**src/rtl/tpl_pkg.sv**
```systemverilog
// Shared types, codes and field widths for the transport playhead loop unit.
// No dependencies; used by every module in rtl/ except tpl_div.
`timescale 1ns / 1ps

package tpl_pkg;

  // default parameter values
  localparam int FRAC_BITS_DEF = 16;
  localparam int TIME_BITS_DEF = 32;

  // fixed field widths
  localparam int ACT_W      = 3;
  localparam int SEEK_W     = 32;
  localparam int CNT_W      = 16;
  localparam int SPD_W      = 11;
  localparam int RATE_W     = 18;
  localparam int MODE_W     = 2;
  localparam int POS_OUT_W  = 32;
  localparam int CFG_IDX_W  = 3;
  localparam int CFG_DATA_W = 32;
  localparam int IN_TDATA_W  = 48;
  localparam int OUT_TDATA_W = 40;

  // actions
  localparam logic [ACT_W-1:0] ACT_PLAY    = 3'd0;
  localparam logic [ACT_W-1:0] ACT_PAUSE   = 3'd1;
  localparam logic [ACT_W-1:0] ACT_STOP    = 3'd2;
  localparam logic [ACT_W-1:0] ACT_TOGGLE  = 3'd3;
  localparam logic [ACT_W-1:0] ACT_SEEK    = 3'd4;
  localparam logic [ACT_W-1:0] ACT_ADVANCE = 3'd5;

  // run modes
  localparam logic [MODE_W-1:0] MODE_STOPPED = 2'd0;
  localparam logic [MODE_W-1:0] MODE_PLAYING = 2'd1;
  localparam logic [MODE_W-1:0] MODE_PAUSED  = 2'd2;

  // register indexes
  localparam logic [CFG_IDX_W-1:0] REG_SONG_LENGTH   = 3'd0;
  localparam logic [CFG_IDX_W-1:0] REG_LOOP_ON       = 3'd1;
  localparam logic [CFG_IDX_W-1:0] REG_LOOP_BEGIN    = 3'd2;
  localparam logic [CFG_IDX_W-1:0] REG_LOOP_FINISH   = 3'd3;
  localparam logic [CFG_IDX_W-1:0] REG_SPEED_FACTOR  = 3'd4;
  localparam logic [CFG_IDX_W-1:0] REG_PLAY_BACKWARD = 3'd5;
  localparam logic [CFG_IDX_W-1:0] REG_RATE_HZ       = 3'd6;

  localparam logic [SPD_W-1:0]  SPEED_RESET = 11'd256;
  localparam logic [RATE_W-1:0] RATE_RESET  = 18'd48000;

  // controller -> datapath
  typedef struct packed {
    logic accept;     // latch input beat
    logic div_start;  // start delta divide
    logic load_sum;   // register candidate positions
    logic mod_start;  // start loop-length modulo
    logic commit;     // write state and output register
  } tpl_cmd_t;

  // datapath -> controller
  typedef struct packed {
    logic adv_go;     // incoming beat is an advance that moves
    logic div_busy;   // divider iterating
    logic need_mod;   // candidate falls outside the loop
  } tpl_sts_t;

endpackage

```
**src/rtl/transport_playhead_loop_unit.sv**
```systemverilog
// Top level of the transport playhead: stream ports, config port, ctrl + datapath.
// Depends on tpl_pkg, tpl_ctrl, tpl_dp (which holds tpl_div).
`timescale 1ns / 1ps

// Transport playhead with run state and Q(TIME_BITS-FRAC_BITS).FRAC_BITS position.
//
// Input stream (s_*): one command beat per item. s_tuser is the action, s_tdata
// carries seek_time and sample_count. Output stream (m_*): one result beat per
// command with position, run mode and the changed / jumped flags.
// Config port: cfg_valid/cfg_ready with cfg_index and cfg_data; always ready.
// Write registers only while no command is in flight.
//
// Steps, accept to result valid:
//   play, pause, stop, toggle, seek, unknown codes, idle advance: straight to commit.
//   moving advance, no wrap:   delta divide, candidate sum and wrap check, commit.
//   moving advance with wrap:  delta divide, candidate sum and wrap check, loop modulo, commit.
//   Both divides run on the one-bit-per-cycle divider, which is
//   W = max(TIME_BITS, 27 + FRAC_BITS) + 1 bits wide (44 at defaults).
// One command is processed at a time; the next beat is taken as soon as the
// previous result is in the output register, even if that result still waits.
// If the receiver stalls and the output register is full, a finished command
// holds until the register frees; s_tready stays low meanwhile.
// Reset (rst, sync): stopped, position 0, registers to defaults, streams empty.
module transport_playhead_loop_unit #(
  parameter int FRAC_BITS = tpl_pkg::FRAC_BITS_DEF,  // 8..24
  parameter int TIME_BITS = tpl_pkg::TIME_BITS_DEF   // 24..48
) (
  input  logic                              clk,
  input  logic                              rst,
  // config write channel
  input  logic                              cfg_valid,
  output logic                              cfg_ready,
  input  logic [tpl_pkg::CFG_IDX_W-1:0]     cfg_index,
  input  logic [tpl_pkg::CFG_DATA_W-1:0]    cfg_data,
  // command stream
  input  logic                              s_tvalid,
  output logic                              s_tready,
  input  logic [tpl_pkg::IN_TDATA_W-1:0]    s_tdata,   // [31:0] seek_time, [47:32] sample_count
  input  logic [tpl_pkg::ACT_W-1:0]         s_tuser,   // [2:0] action
  // result stream
  output logic                              m_tvalid,
  input  logic                              m_tready,
  output logic [tpl_pkg::OUT_TDATA_W-1:0]   m_tdata    // [31:0] position_now, [33:32] run_mode,
                                                       // [34] mode_changed, [35] position_jumped
);

  tpl_pkg::tpl_cmd_t cmd;
  tpl_pkg::tpl_sts_t sts;

  // register file has no back pressure
  assign cfg_ready = 1'b1;

  tpl_ctrl u_ctrl (
    .clk      (clk),
    .rst      (rst),
    .s_tvalid (s_tvalid),
    .s_tready (s_tready),
    .m_tvalid (m_tvalid),
    .m_tready (m_tready),
    .sts      (sts),
    .cmd      (cmd)
  );

  tpl_dp #(
    .FRAC_BITS (FRAC_BITS),
    .TIME_BITS (TIME_BITS)
  ) u_dp (
    .clk       (clk),
    .rst       (rst),
    .cfg_we    (cfg_valid && cfg_ready),
    .cfg_index (cfg_index),
    .cfg_data  (cfg_data),
    .in_action (s_tuser),
    .in_data   (s_tdata),
    .cmd       (cmd),
    .sts       (sts),
    .out_data  (m_tdata)
  );

endmodule

```
**src/rtl/tpl_div.sv**
```systemverilog
// Restoring radix-2 divider, one quotient bit per cycle.
// Standalone; used by tpl_dp for both the delta divide and the loop modulo.
`timescale 1ns / 1ps

module tpl_div #(
  parameter int DDW = 44,  // dividend / quotient width
  parameter int DVW = 32   // divisor / remainder width
) (
  input  logic           clk,
  input  logic           rst,
  input  logic           start,
  input  logic [DDW-1:0] dividend,
  input  logic [DVW-1:0] divisor,
  output logic           busy,
  output logic [DDW-1:0] quotient,
  output logic [DVW-1:0] remainder
);

  localparam int CW = $clog2(DDW + 1);

  logic [CW-1:0]  cnt;
  logic [DDW-1:0] quo;
  logic [DVW-1:0] rem;
  logic [DVW-1:0] dvs;

  logic [DVW:0]   trial;
  logic [DVW:0]   diff;
  logic           ge;

  assign trial = {rem, quo[DDW-1]};
  assign diff  = trial - {1'b0, dvs};
  assign ge    = trial >= {1'b0, dvs};

  always_ff @(posedge clk) begin
    if (rst) begin
      cnt <= '0;
    end else if (start) begin
      cnt <= CW'(DDW);
    end else if (cnt != '0) begin
      cnt <= cnt - CW'(1);
    end
  end

  always_ff @(posedge clk) begin
    if (start) begin
      quo <= dividend;
      rem <= '0;
      dvs <= divisor;
    end else if (cnt != '0) begin
      quo <= {quo[DDW-2:0], ge};
      rem <= ge ? diff[DVW-1:0] : trial[DVW-1:0];
    end
  end

  assign busy      = cnt != '0;
  assign quotient  = quo;
  assign remainder = rem;

endmodule

```
**src/rtl/tpl_dp.sv**
```systemverilog
// Datapath: config registers, transport state, advance arithmetic, output register.
// Depends on tpl_pkg and tpl_div; driven by tpl_ctrl through tpl_cmd_t.
`timescale 1ns / 1ps

module tpl_dp #(
  parameter int FRAC_BITS = tpl_pkg::FRAC_BITS_DEF,
  parameter int TIME_BITS = tpl_pkg::TIME_BITS_DEF
) (
  input  logic                             clk,
  input  logic                             rst,
  input  logic                             cfg_we,
  input  logic [tpl_pkg::CFG_IDX_W-1:0]    cfg_index,
  input  logic [tpl_pkg::CFG_DATA_W-1:0]   cfg_data,
  input  logic [tpl_pkg::ACT_W-1:0]        in_action,
  input  logic [tpl_pkg::IN_TDATA_W-1:0]   in_data,
  input  tpl_pkg::tpl_cmd_t                cmd,
  output tpl_pkg::tpl_sts_t                sts,
  output logic [tpl_pkg::OUT_TDATA_W-1:0]  out_data
);

  localparam int TW = TIME_BITS;
  localparam int PW = tpl_pkg::CNT_W + tpl_pkg::SPD_W;
  localparam int NW = PW + FRAC_BITS;
  localparam int WW = ((TW > NW) ? TW : NW) + 1;
  localparam int DENW = tpl_pkg::RATE_W + 8;
  localparam int DW = (TW > DENW) ? TW : DENW;
  localparam logic [TW-1:0] TMAX = '1;

  // config
  logic [TW-1:0]                  song_len, loop_beg, loop_fin;
  logic                           loop_en, backward;
  logic [tpl_pkg::SPD_W-1:0]      speed;
  logic [tpl_pkg::RATE_W-1:0]     rate;

  // transport state
  logic [tpl_pkg::MODE_W-1:0]     run_state;
  logic [TW-1:0]                  pos;

  // per-item work registers
  logic [tpl_pkg::ACT_W-1:0]      act;
  logic [tpl_pkg::SEEK_W-1:0]     seek;
  logic [PW-1:0]                  prod;
  logic [NW-1:0]                  delta;
  logic [WW-1:0]                  sum_fwd, sum_bwd;
  logic                           wrap;

  // output register
  logic [tpl_pkg::POS_OUT_W-1:0]  out_pos;
  logic [tpl_pkg::MODE_W-1:0]     out_mode;
  logic                           out_chg, out_jmp;

  // divider
  logic           dv_start, dv_busy;
  logic [WW-1:0]  dv_dividend, dv_quo;
  logic [DW-1:0]  dv_divisor, dv_rem;

  logic           loop_act;
  logic [TW-1:0]  loop_len;
  logic [WW-1:0]  mod_x;
  logic           need_mod;

  logic [TW-1:0]                 pos_next;
  logic [tpl_pkg::MODE_W-1:0]    state_next;
  logic                          chg_next, jmp_next;

  function automatic logic [TW-1:0] sat_time(input logic [WW-1:0] v);
    logic [WW-1:0] lim;
    lim = {{(WW - TW){1'b0}}, TMAX};
    sat_time = (v > lim) ? TMAX : v[TW-1:0];
  endfunction

  assign loop_act = loop_en && (loop_fin > loop_beg);
  assign loop_len = loop_fin - loop_beg;

  // config writes, saturating times to the position range
  always_ff @(posedge clk) begin
    if (rst) begin
      song_len <= '0;
      loop_en  <= 1'b0;
      loop_beg <= '0;
      loop_fin <= '0;
      speed    <= tpl_pkg::SPEED_RESET;
      backward <= 1'b0;
      rate     <= tpl_pkg::RATE_RESET;
    end else if (cfg_we) begin
      case (cfg_index)
        tpl_pkg::REG_SONG_LENGTH:   song_len <= sat_time(WW'(cfg_data));
        tpl_pkg::REG_LOOP_ON:       loop_en  <= cfg_data[0];
        tpl_pkg::REG_LOOP_BEGIN:    loop_beg <= sat_time(WW'(cfg_data));
        tpl_pkg::REG_LOOP_FINISH:   loop_fin <= sat_time(WW'(cfg_data));
        tpl_pkg::REG_SPEED_FACTOR:  speed    <= cfg_data[tpl_pkg::SPD_W-1:0];
        tpl_pkg::REG_PLAY_BACKWARD: backward <= cfg_data[0];
        tpl_pkg::REG_RATE_HZ:       rate     <= cfg_data[tpl_pkg::RATE_W-1:0];
        default: ;
      endcase
    end
  end

  // item capture; product registered before the divide
  always_ff @(posedge clk) begin
    if (cmd.accept) begin
      act  <= in_action;
      seek <= in_data[tpl_pkg::SEEK_W-1:0];
      prod <= PW'(in_data[tpl_pkg::SEEK_W +: tpl_pkg::CNT_W]) * PW'(speed);
    end
    if (cmd.load_sum) begin
      delta   <= dv_quo[NW-1:0];
      sum_fwd <= WW'(pos) + dv_quo;
      sum_bwd <= WW'(loop_beg) + dv_quo;
    end
  end

  always_ff @(posedge clk) begin
    if (rst) begin
      wrap <= 1'b0;
    end else if (cmd.accept) begin
      wrap <= 1'b0;
    end else if (cmd.mod_start) begin
      wrap <= 1'b1;
    end
  end

  // wrap test and modulo operand
  assign need_mod = loop_act &&
                    (backward ? (WW'(pos) < sum_bwd) : (sum_fwd >= WW'(loop_fin)));
  assign mod_x    = backward ? (sum_bwd - WW'(pos)) : (sum_fwd - WW'(loop_beg));

  assign dv_start    = cmd.div_start || cmd.mod_start;
  assign dv_dividend = cmd.mod_start ? mod_x : WW'({prod, {FRAC_BITS{1'b0}}});
  assign dv_divisor  = cmd.mod_start ? DW'(loop_len) : DW'({rate, 8'd0});

  tpl_div #(
    .DDW (WW),
    .DVW (DW)
  ) u_div (
    .clk       (clk),
    .rst       (rst),
    .start     (dv_start),
    .dividend  (dv_dividend),
    .divisor   (dv_divisor),
    .busy      (dv_busy),
    .quotient  (dv_quo),
    .remainder (dv_rem)
  );

  // command result
  always_comb begin
    pos_next   = pos;
    state_next = run_state;
    chg_next   = 1'b0;
    jmp_next   = 1'b0;
    case (act)
      tpl_pkg::ACT_PLAY, tpl_pkg::ACT_TOGGLE: begin
        if (run_state == tpl_pkg::MODE_PLAYING) begin
          if (act == tpl_pkg::ACT_TOGGLE) begin
            state_next = tpl_pkg::MODE_PAUSED;
            chg_next   = 1'b1;
          end
        end else begin
          if (run_state == tpl_pkg::MODE_STOPPED && song_len != '0 && pos >= song_len) begin
            pos_next = '0;
            jmp_next = 1'b1;
          end
          state_next = tpl_pkg::MODE_PLAYING;
          chg_next   = 1'b1;
        end
      end
      tpl_pkg::ACT_PAUSE: begin
        if (run_state == tpl_pkg::MODE_PLAYING) begin
          state_next = tpl_pkg::MODE_PAUSED;
          chg_next   = 1'b1;
        end
      end
      tpl_pkg::ACT_STOP: begin
        state_next = tpl_pkg::MODE_STOPPED;
        pos_next   = '0;
        chg_next   = 1'b1;
        jmp_next   = 1'b1;
      end
      tpl_pkg::ACT_SEEK: begin
        pos_next = seek[tpl_pkg::SEEK_W-1] ? '0 : sat_time(WW'(seek));
        jmp_next = 1'b1;
      end
      tpl_pkg::ACT_ADVANCE: begin
        if (run_state == tpl_pkg::MODE_PLAYING && rate != '0) begin
          if (!backward) begin
            if (wrap) begin
              pos_next = loop_beg + TW'(dv_rem);
            end else if (!loop_act && song_len != '0 && sum_fwd >= WW'(song_len)) begin
              pos_next   = song_len;
              state_next = tpl_pkg::MODE_STOPPED;
              chg_next   = 1'b1;
            end else begin
              pos_next = sat_time(sum_fwd);
            end
          end else begin
            if (wrap) begin
              pos_next = loop_fin - TW'(dv_rem);
            end else if (!loop_act && WW'(pos) < WW'(delta)) begin
              pos_next   = '0;
              state_next = tpl_pkg::MODE_STOPPED;
              chg_next   = 1'b1;
            end else begin
              pos_next = pos - TW'(delta);
            end
          end
        end
      end
      default: ;
    endcase
  end

  always_ff @(posedge clk) begin
    if (rst) begin
      run_state <= tpl_pkg::MODE_STOPPED;
      pos       <= '0;
    end else if (cmd.commit) begin
      run_state <= state_next;
      pos       <= pos_next;
    end
  end

  always_ff @(posedge clk) begin
    if (cmd.commit) begin
      out_pos  <= tpl_pkg::POS_OUT_W'(pos_next);
      out_mode <= state_next;
      out_chg  <= chg_next;
      out_jmp  <= jmp_next;
    end
  end

  assign out_data = {4'b0000, out_jmp, out_chg, out_mode, out_pos};

  assign sts.adv_go   = (in_action == tpl_pkg::ACT_ADVANCE) &&
                        (run_state == tpl_pkg::MODE_PLAYING) && (rate != '0);
  assign sts.div_busy = dv_busy;
  assign sts.need_mod = need_mod;

endmodule

```
**src/rtl/tpl_ctrl.sv**
```systemverilog
// Controller FSM: sequences capture, divide, wrap modulo and result commit.
// Depends on tpl_pkg; talks to tpl_dp only through tpl_cmd_t / tpl_sts_t.
`timescale 1ns / 1ps

module tpl_ctrl (
  input  logic               clk,
  input  logic               rst,
  input  logic               s_tvalid,
  output logic               s_tready,
  output logic               m_tvalid,
  input  logic               m_tready,
  input  tpl_pkg::tpl_sts_t  sts,
  output tpl_pkg::tpl_cmd_t  cmd
);

  typedef enum logic [6:0] {
    S_IDLE   = 7'b0000001,
    S_QSTART = 7'b0000010,
    S_QWAIT  = 7'b0000100,
    S_SUM    = 7'b0001000,
    S_CHK    = 7'b0010000,
    S_RWAIT  = 7'b0100000,
    S_DONE   = 7'b1000000
  } state_t;

  state_t state, state_next;
  logic   out_valid, out_valid_next;

  always_comb begin
    state_next = state;
    cmd        = '0;
    case (state)
      S_IDLE: begin
        if (s_tvalid) begin
          cmd.accept = 1'b1;
          state_next = sts.adv_go ? S_QSTART : S_DONE;
        end
      end
      S_QSTART: begin
        cmd.div_start = 1'b1;
        state_next    = S_QWAIT;
      end
      S_QWAIT: begin
        if (!sts.div_busy) state_next = S_SUM;
      end
      S_SUM: begin
        cmd.load_sum = 1'b1;
        state_next   = S_CHK;
      end
      S_CHK: begin
        if (sts.need_mod) begin
          cmd.mod_start = 1'b1;
          state_next    = S_RWAIT;
        end else begin
          state_next = S_DONE;
        end
      end
      S_RWAIT: begin
        if (!sts.div_busy) state_next = S_DONE;
      end
      S_DONE: begin
        if (!out_valid || m_tready) begin
          cmd.commit = 1'b1;
          state_next = S_IDLE;
        end
      end
      default: state_next = S_IDLE;
    endcase
  end

  always_comb begin
    if (cmd.commit) begin
      out_valid_next = 1'b1;
    end else if (m_tready) begin
      out_valid_next = 1'b0;
    end else begin
      out_valid_next = out_valid;
    end
  end

  always_ff @(posedge clk) begin
    if (rst) begin
      state     <= S_IDLE;
      out_valid <= 1'b0;
    end else begin
      state     <= state_next;
      out_valid <= out_valid_next;
    end
  end

  assign s_tready = state == S_IDLE;
  assign m_tvalid = out_valid;

`ifndef ASSERT_OFF
  // never overwrite a result the receiver has not taken
  a_commit_free: assert property (@(posedge clk) disable iff (rst)
    cmd.commit |-> (!out_valid || m_tready))
    else $error("commit over a pending result");

  // a started divide reports busy on the next cycle
  a_div_runs: assert property (@(posedge clk) disable iff (rst)
    (cmd.div_start || cmd.mod_start) |=> sts.div_busy)
    else $error("divider did not start");

  // an accepted beat holds off the next one in the cycle after the accept
  a_one_item: assert property (@(posedge clk) disable iff (rst)
    cmd.accept |=> !s_tready)
    else $error("second beat taken while busy");

  // a commit always leaves a valid result
  a_commit_valid: assert property (@(posedge clk) disable iff (rst)
    cmd.commit |=> m_tvalid)
    else $error("result lost after commit");
`endif

endmodule
```
**config.mk**
```make
export PLATFORM = sky130hd
export DESIGN_NAME = transport_playhead_loop_unit
export DESIGN_NICKNAME = d
export VERILOG_FILES = /design/src/rtl/tpl_pkg.sv /design/src/rtl/transport_playhead_loop_unit.sv /design/src/rtl/tpl_div.sv /design/src/rtl/tpl_dp.sv /design/src/rtl/tpl_ctrl.sv
export SDC_FILE = /design/constraint.sdc
export NUM_CORES = 2
export LEC_CHECK = 0
export BUFFER_PORTS_ARGS = -buffer_cell sky130_fd_sc_hd__buf_4
export CELL_PAD_IN_SITES_DETAIL_PLACEMENT = 1
export CELL_PAD_IN_SITES_GLOBAL_PLACEMENT = 1
export CORE_AREA = 5 5 315 317
export CTS_BUF_LIST = sky130_fd_sc_hd__clkbuf_4 sky130_fd_sc_hd__clkbuf_8
export CTS_CLUSTER_SIZE = 8
export DETAILED_ROUTE_END_ITERATION = 8
export DIE_AREA = 0 0 320 322
export PLACE_DENSITY_LB_ADDON = 0.1
export SLEW_MARGIN = 20
export SYNTH_ARGS = -nofsm -noshare
export SYNTH_HDL_FRONTEND = slang
export SYNTH_SLANG_ARGS = --single-unit
```
**constraint.sdc**
```tcl
create_clock -name clk -period 7.5 [get_ports clk]
set_clock_uncertainty 0.1 [all_clocks]
set_input_delay 1.5 -clock clk [delete_from_list [all_inputs] [get_ports clk]]
set_output_delay 1.5 -clock clk [all_outputs]
set_load 0.02 [all_outputs]
```
==> metrics <==
RSZ-0062 raised after global routing no; CTS sink count 513; Main synth FF type edfxtp_1; grt peak-use layer met2; Area Growth Syn to Fin 9.73%; post-route ant nets 0; # fillers 11376; Max Buffers Root-to-Sink 3; largest net degree at the start of global routing 75; first-pass GRT wire length 245000 um; syn avg cell area 8.56 sq um; cell area after placement around 46000 sq um; TNS Setup 0 ns; final slew viol count 0; outcome complete, no violations; met3 usage 0.0513; # hold bufs at CTS 0; Seq/Total Area, Yosys 0.305; R2R cell count 19; crit path time final between 6 and 7 ns; CTS tree done; synth top area cells edfxtp_1 21%, ha_1 13%, dfxtp_1 9.5%; #FFs+latches synth approximately 510; Unique masters post-synth 89; Via Count 39450; First-pass DRT Iterations 5; area leader, netlist edfxtp_1; DIE AREA between 100000 and 150000 sq um; post-CTS setup buffer count 0; DR vias/cell 6.03; root buffer cell clkbuf_8; DP HPWL 130000 um; post-detailed-route wirelength per cell 25.1 um; max-cap violation count 0; static leakage 20.2 nW; top-area cell type share of the netlist area 0.210; Post-Syn Instances 5104; Netlist Area Pre-Place 43700 sq um; Async S/R FF share, synth 0; share of layout cells above drive strength 1 0.0779; Final Hold Viols 0; WHS Path Cells 2; vias in the first global route 40575; Die H 322 um; post_cts resized 0; FMAX 150 MHz; Iter 0 DRT Violations a little over 3000; WL final 164000 um; Row Count between 100 and 150; number of synthesized flops with an enable pin just over 300; Die Wd 320 um; WS Path Type input port to flop; total CTS buffers 98; Slew HR 0.206; DRC viols 0; fin area between 40000 and 50000 sq um; Final Cycle Share 0.888; core box area 96000 sq um; CP endpoint kind flop; initial antenna violation count 5; Critical Path RT 7.88 ns; Initial Utilization 0.455; WP data arrival just over 7 ns; later-pin clock latency in the skew report 0.79 ns; fin util 0.500; gpl congestion 0.931; Startpoint Class input port; CTS clk-pin slew, worst paths 0.06 ns; Worst-Margin Slew 1.18 ns; Finish-stage setup viols 0; worst min path class flop to flop; Total Routing Usage GR 0.309; io pins 134; VDD IR max 0.000226 V; Yosys Warn Count 0; global routing usage on met1 0.418; Port-buffer cells approximately 130; peak fanout along the critical path 11; Overflow after GRT 0; H-tree levels 3; nets@finish 5851; M2 GR Usage 0.506; P per Cell Area 247 nW/um^2; r2r setup slk 0.92 ns
path summary, 6_finish.rpt:
check / from / to
setup / recovery: s_tdata[35] / u_dp.prod[25]$_DFFE_PP_
hold / removal: u_dp.rate[0]$_SDFFE_PP0P_ / u_dp.rate[0]$_SDFFE_PP0P_
setup reg to reg: u_dp.speed[7]$_SDFFE_PP0P_ / u_dp.prod[26]$_DFFE_PP_
hold reg to reg: u_dp.rate[0]$_SDFFE_PP0P_ / u_dp.rate[0]$_SDFFE_PP0P_
cells in the final DEF, fill, tap and decap left out, types with 44 or more instances in the layout:
master    instances
nand2b_1         44
nor2_1          260
a21oi_1         480
o21ai_0         281
ha_1            449
a211oi_1         78
buf_4           182
and2_1          109
nand2_1         649
nor2b_1          44
nand4_1          53
fa_1            134
xnor2_1         194
a21o_1          147
nor3_1           86
a31oi_1          46
edfxtp_1        305
clkbuf_8        108
xor2_1          108
nand3_1         125
o21a_1           63
dfxtp_1         206
inv_1           459
worst max-delay path, cell delays in order:
cell      delay [ns]
buf_4           0.16
and2_1          0.18
fa_1            0.54
inv_1           0.05
fa_1            0.47
inv_1           0.06
fa_1            0.50
fa_1            0.56
inv_1           0.06
fa_1            0.53
inv_1           0.05
ha_1            0.23
or3_1           0.37
o21ai_0         0.07
a21oi_1         0.09
a41o_1          0.31
nor4_1          0.46
nor2_1          0.18
a211oi_1        0.26
buf_4           0.17
nor4_1          0.04
nand4b_1        0.19
per-layer routing:
metal,vias to the layer above,wire [um],share of wire
met5,-,0,0
li1,18317,-,-
met3,253,11000,0.067
met4,0,6110,0.037
met1,19746,72700,0.44
met2,1134,74000,0.45
Yosys cell counts, types with 110 or more instances:
master / count
nand2_1: 651
a21oi_1: 480
inv_1: 461
ha_1: 449
edfxtp_1: 305
o21ai_0: 281
nor2_1: 262
dfxtp_1: 208
xnor2_1: 194
clkbuf_1: 185
a21o_1: 147
fa_1: 134
nand3_1: 125
and2_1: 110
power breakdown:
part,leakage (nW),internal (W),switching (W),total (W)
Sequential,4.58,0.00356,0.000604,0.00416
Combinational,14.6,0.00185,0.00285,0.00470
Clock,1.07,0.00163,0.00135,0.00298
kinds of logic (layout without fill, tap and decap cells):
| kind of cell | Yosys count | count (layout) | synth area share |
|---|---|---|---|
| buffers and inverters | 676 | 829 | 0.0594 |
| multiplexers | 31 | 31 | 0.00724 |
| flip-flops | 513 | 513 | 0.305 |
| AND/OR/NAND/NOR | 1559 | 1559 | 0.168 |
| AO/OA/AOI/OAI | 1438 | 1438 | 0.210 |
| adder cells (fa/ha/maj) | 583 | 583 | 0.190 |
| XOR/XNOR | 302 | 302 | 0.0605 |
| other | 2 | 6 | 0.000172 |
layout make-up:
cell class,instances,area [sq um],share of cell area
Antenna cell,1,2.50,0.0000522
Clock buffer,143,1750,0.0365
Clock inverter,40,293,0.00610
Inverter,463,1740,0.0363
Multi-Input combinational cell,3918,27900,0.581
Sequential cell,513,13300,0.278
Tap cell,1276,1600,0.0333
Timing Repair Buffer,183,1380,0.0287
flip-flops by register name, indices dropped and copies added, names as in the netlist, 32 cells and up:
signal	flops
u_dp.sum_bwd	44
u_dp.delta	43
u_dp.u_div.dvs	32
u_dp.loop_fin	32
u_dp.loop_beg	32
u_dp.u_div.quotient	44
u_dp.song_len	32
u_dp.pos	32
u_dp.u_div.remainder	32
u_dp.sum_fwd	44
u_dp.seek	32
u_dp.out_pos	32
metrics by stage:
step | std cells | power (W) | setup slack [ns] | hold WS (ns)
6_report | 6537 | 0.0118 | 0.839 | 0.380
5_1_grt | 6537 | 0.0126 | 0.568 | 0.402
4_1_cts | 6536 | 0.0119 | 0.884 | 0.379
3_5_place_dp | 6353 | 0.00884 | 0.0866 | 0.371
3_3_place_gp | 6353 | 0.00870 | 0.144 | 0.361
2_1_floorplan | 5107 | 0.00732 | 0.366 | 0.324
Note: power is estimated with default switching activity, not from simulation.
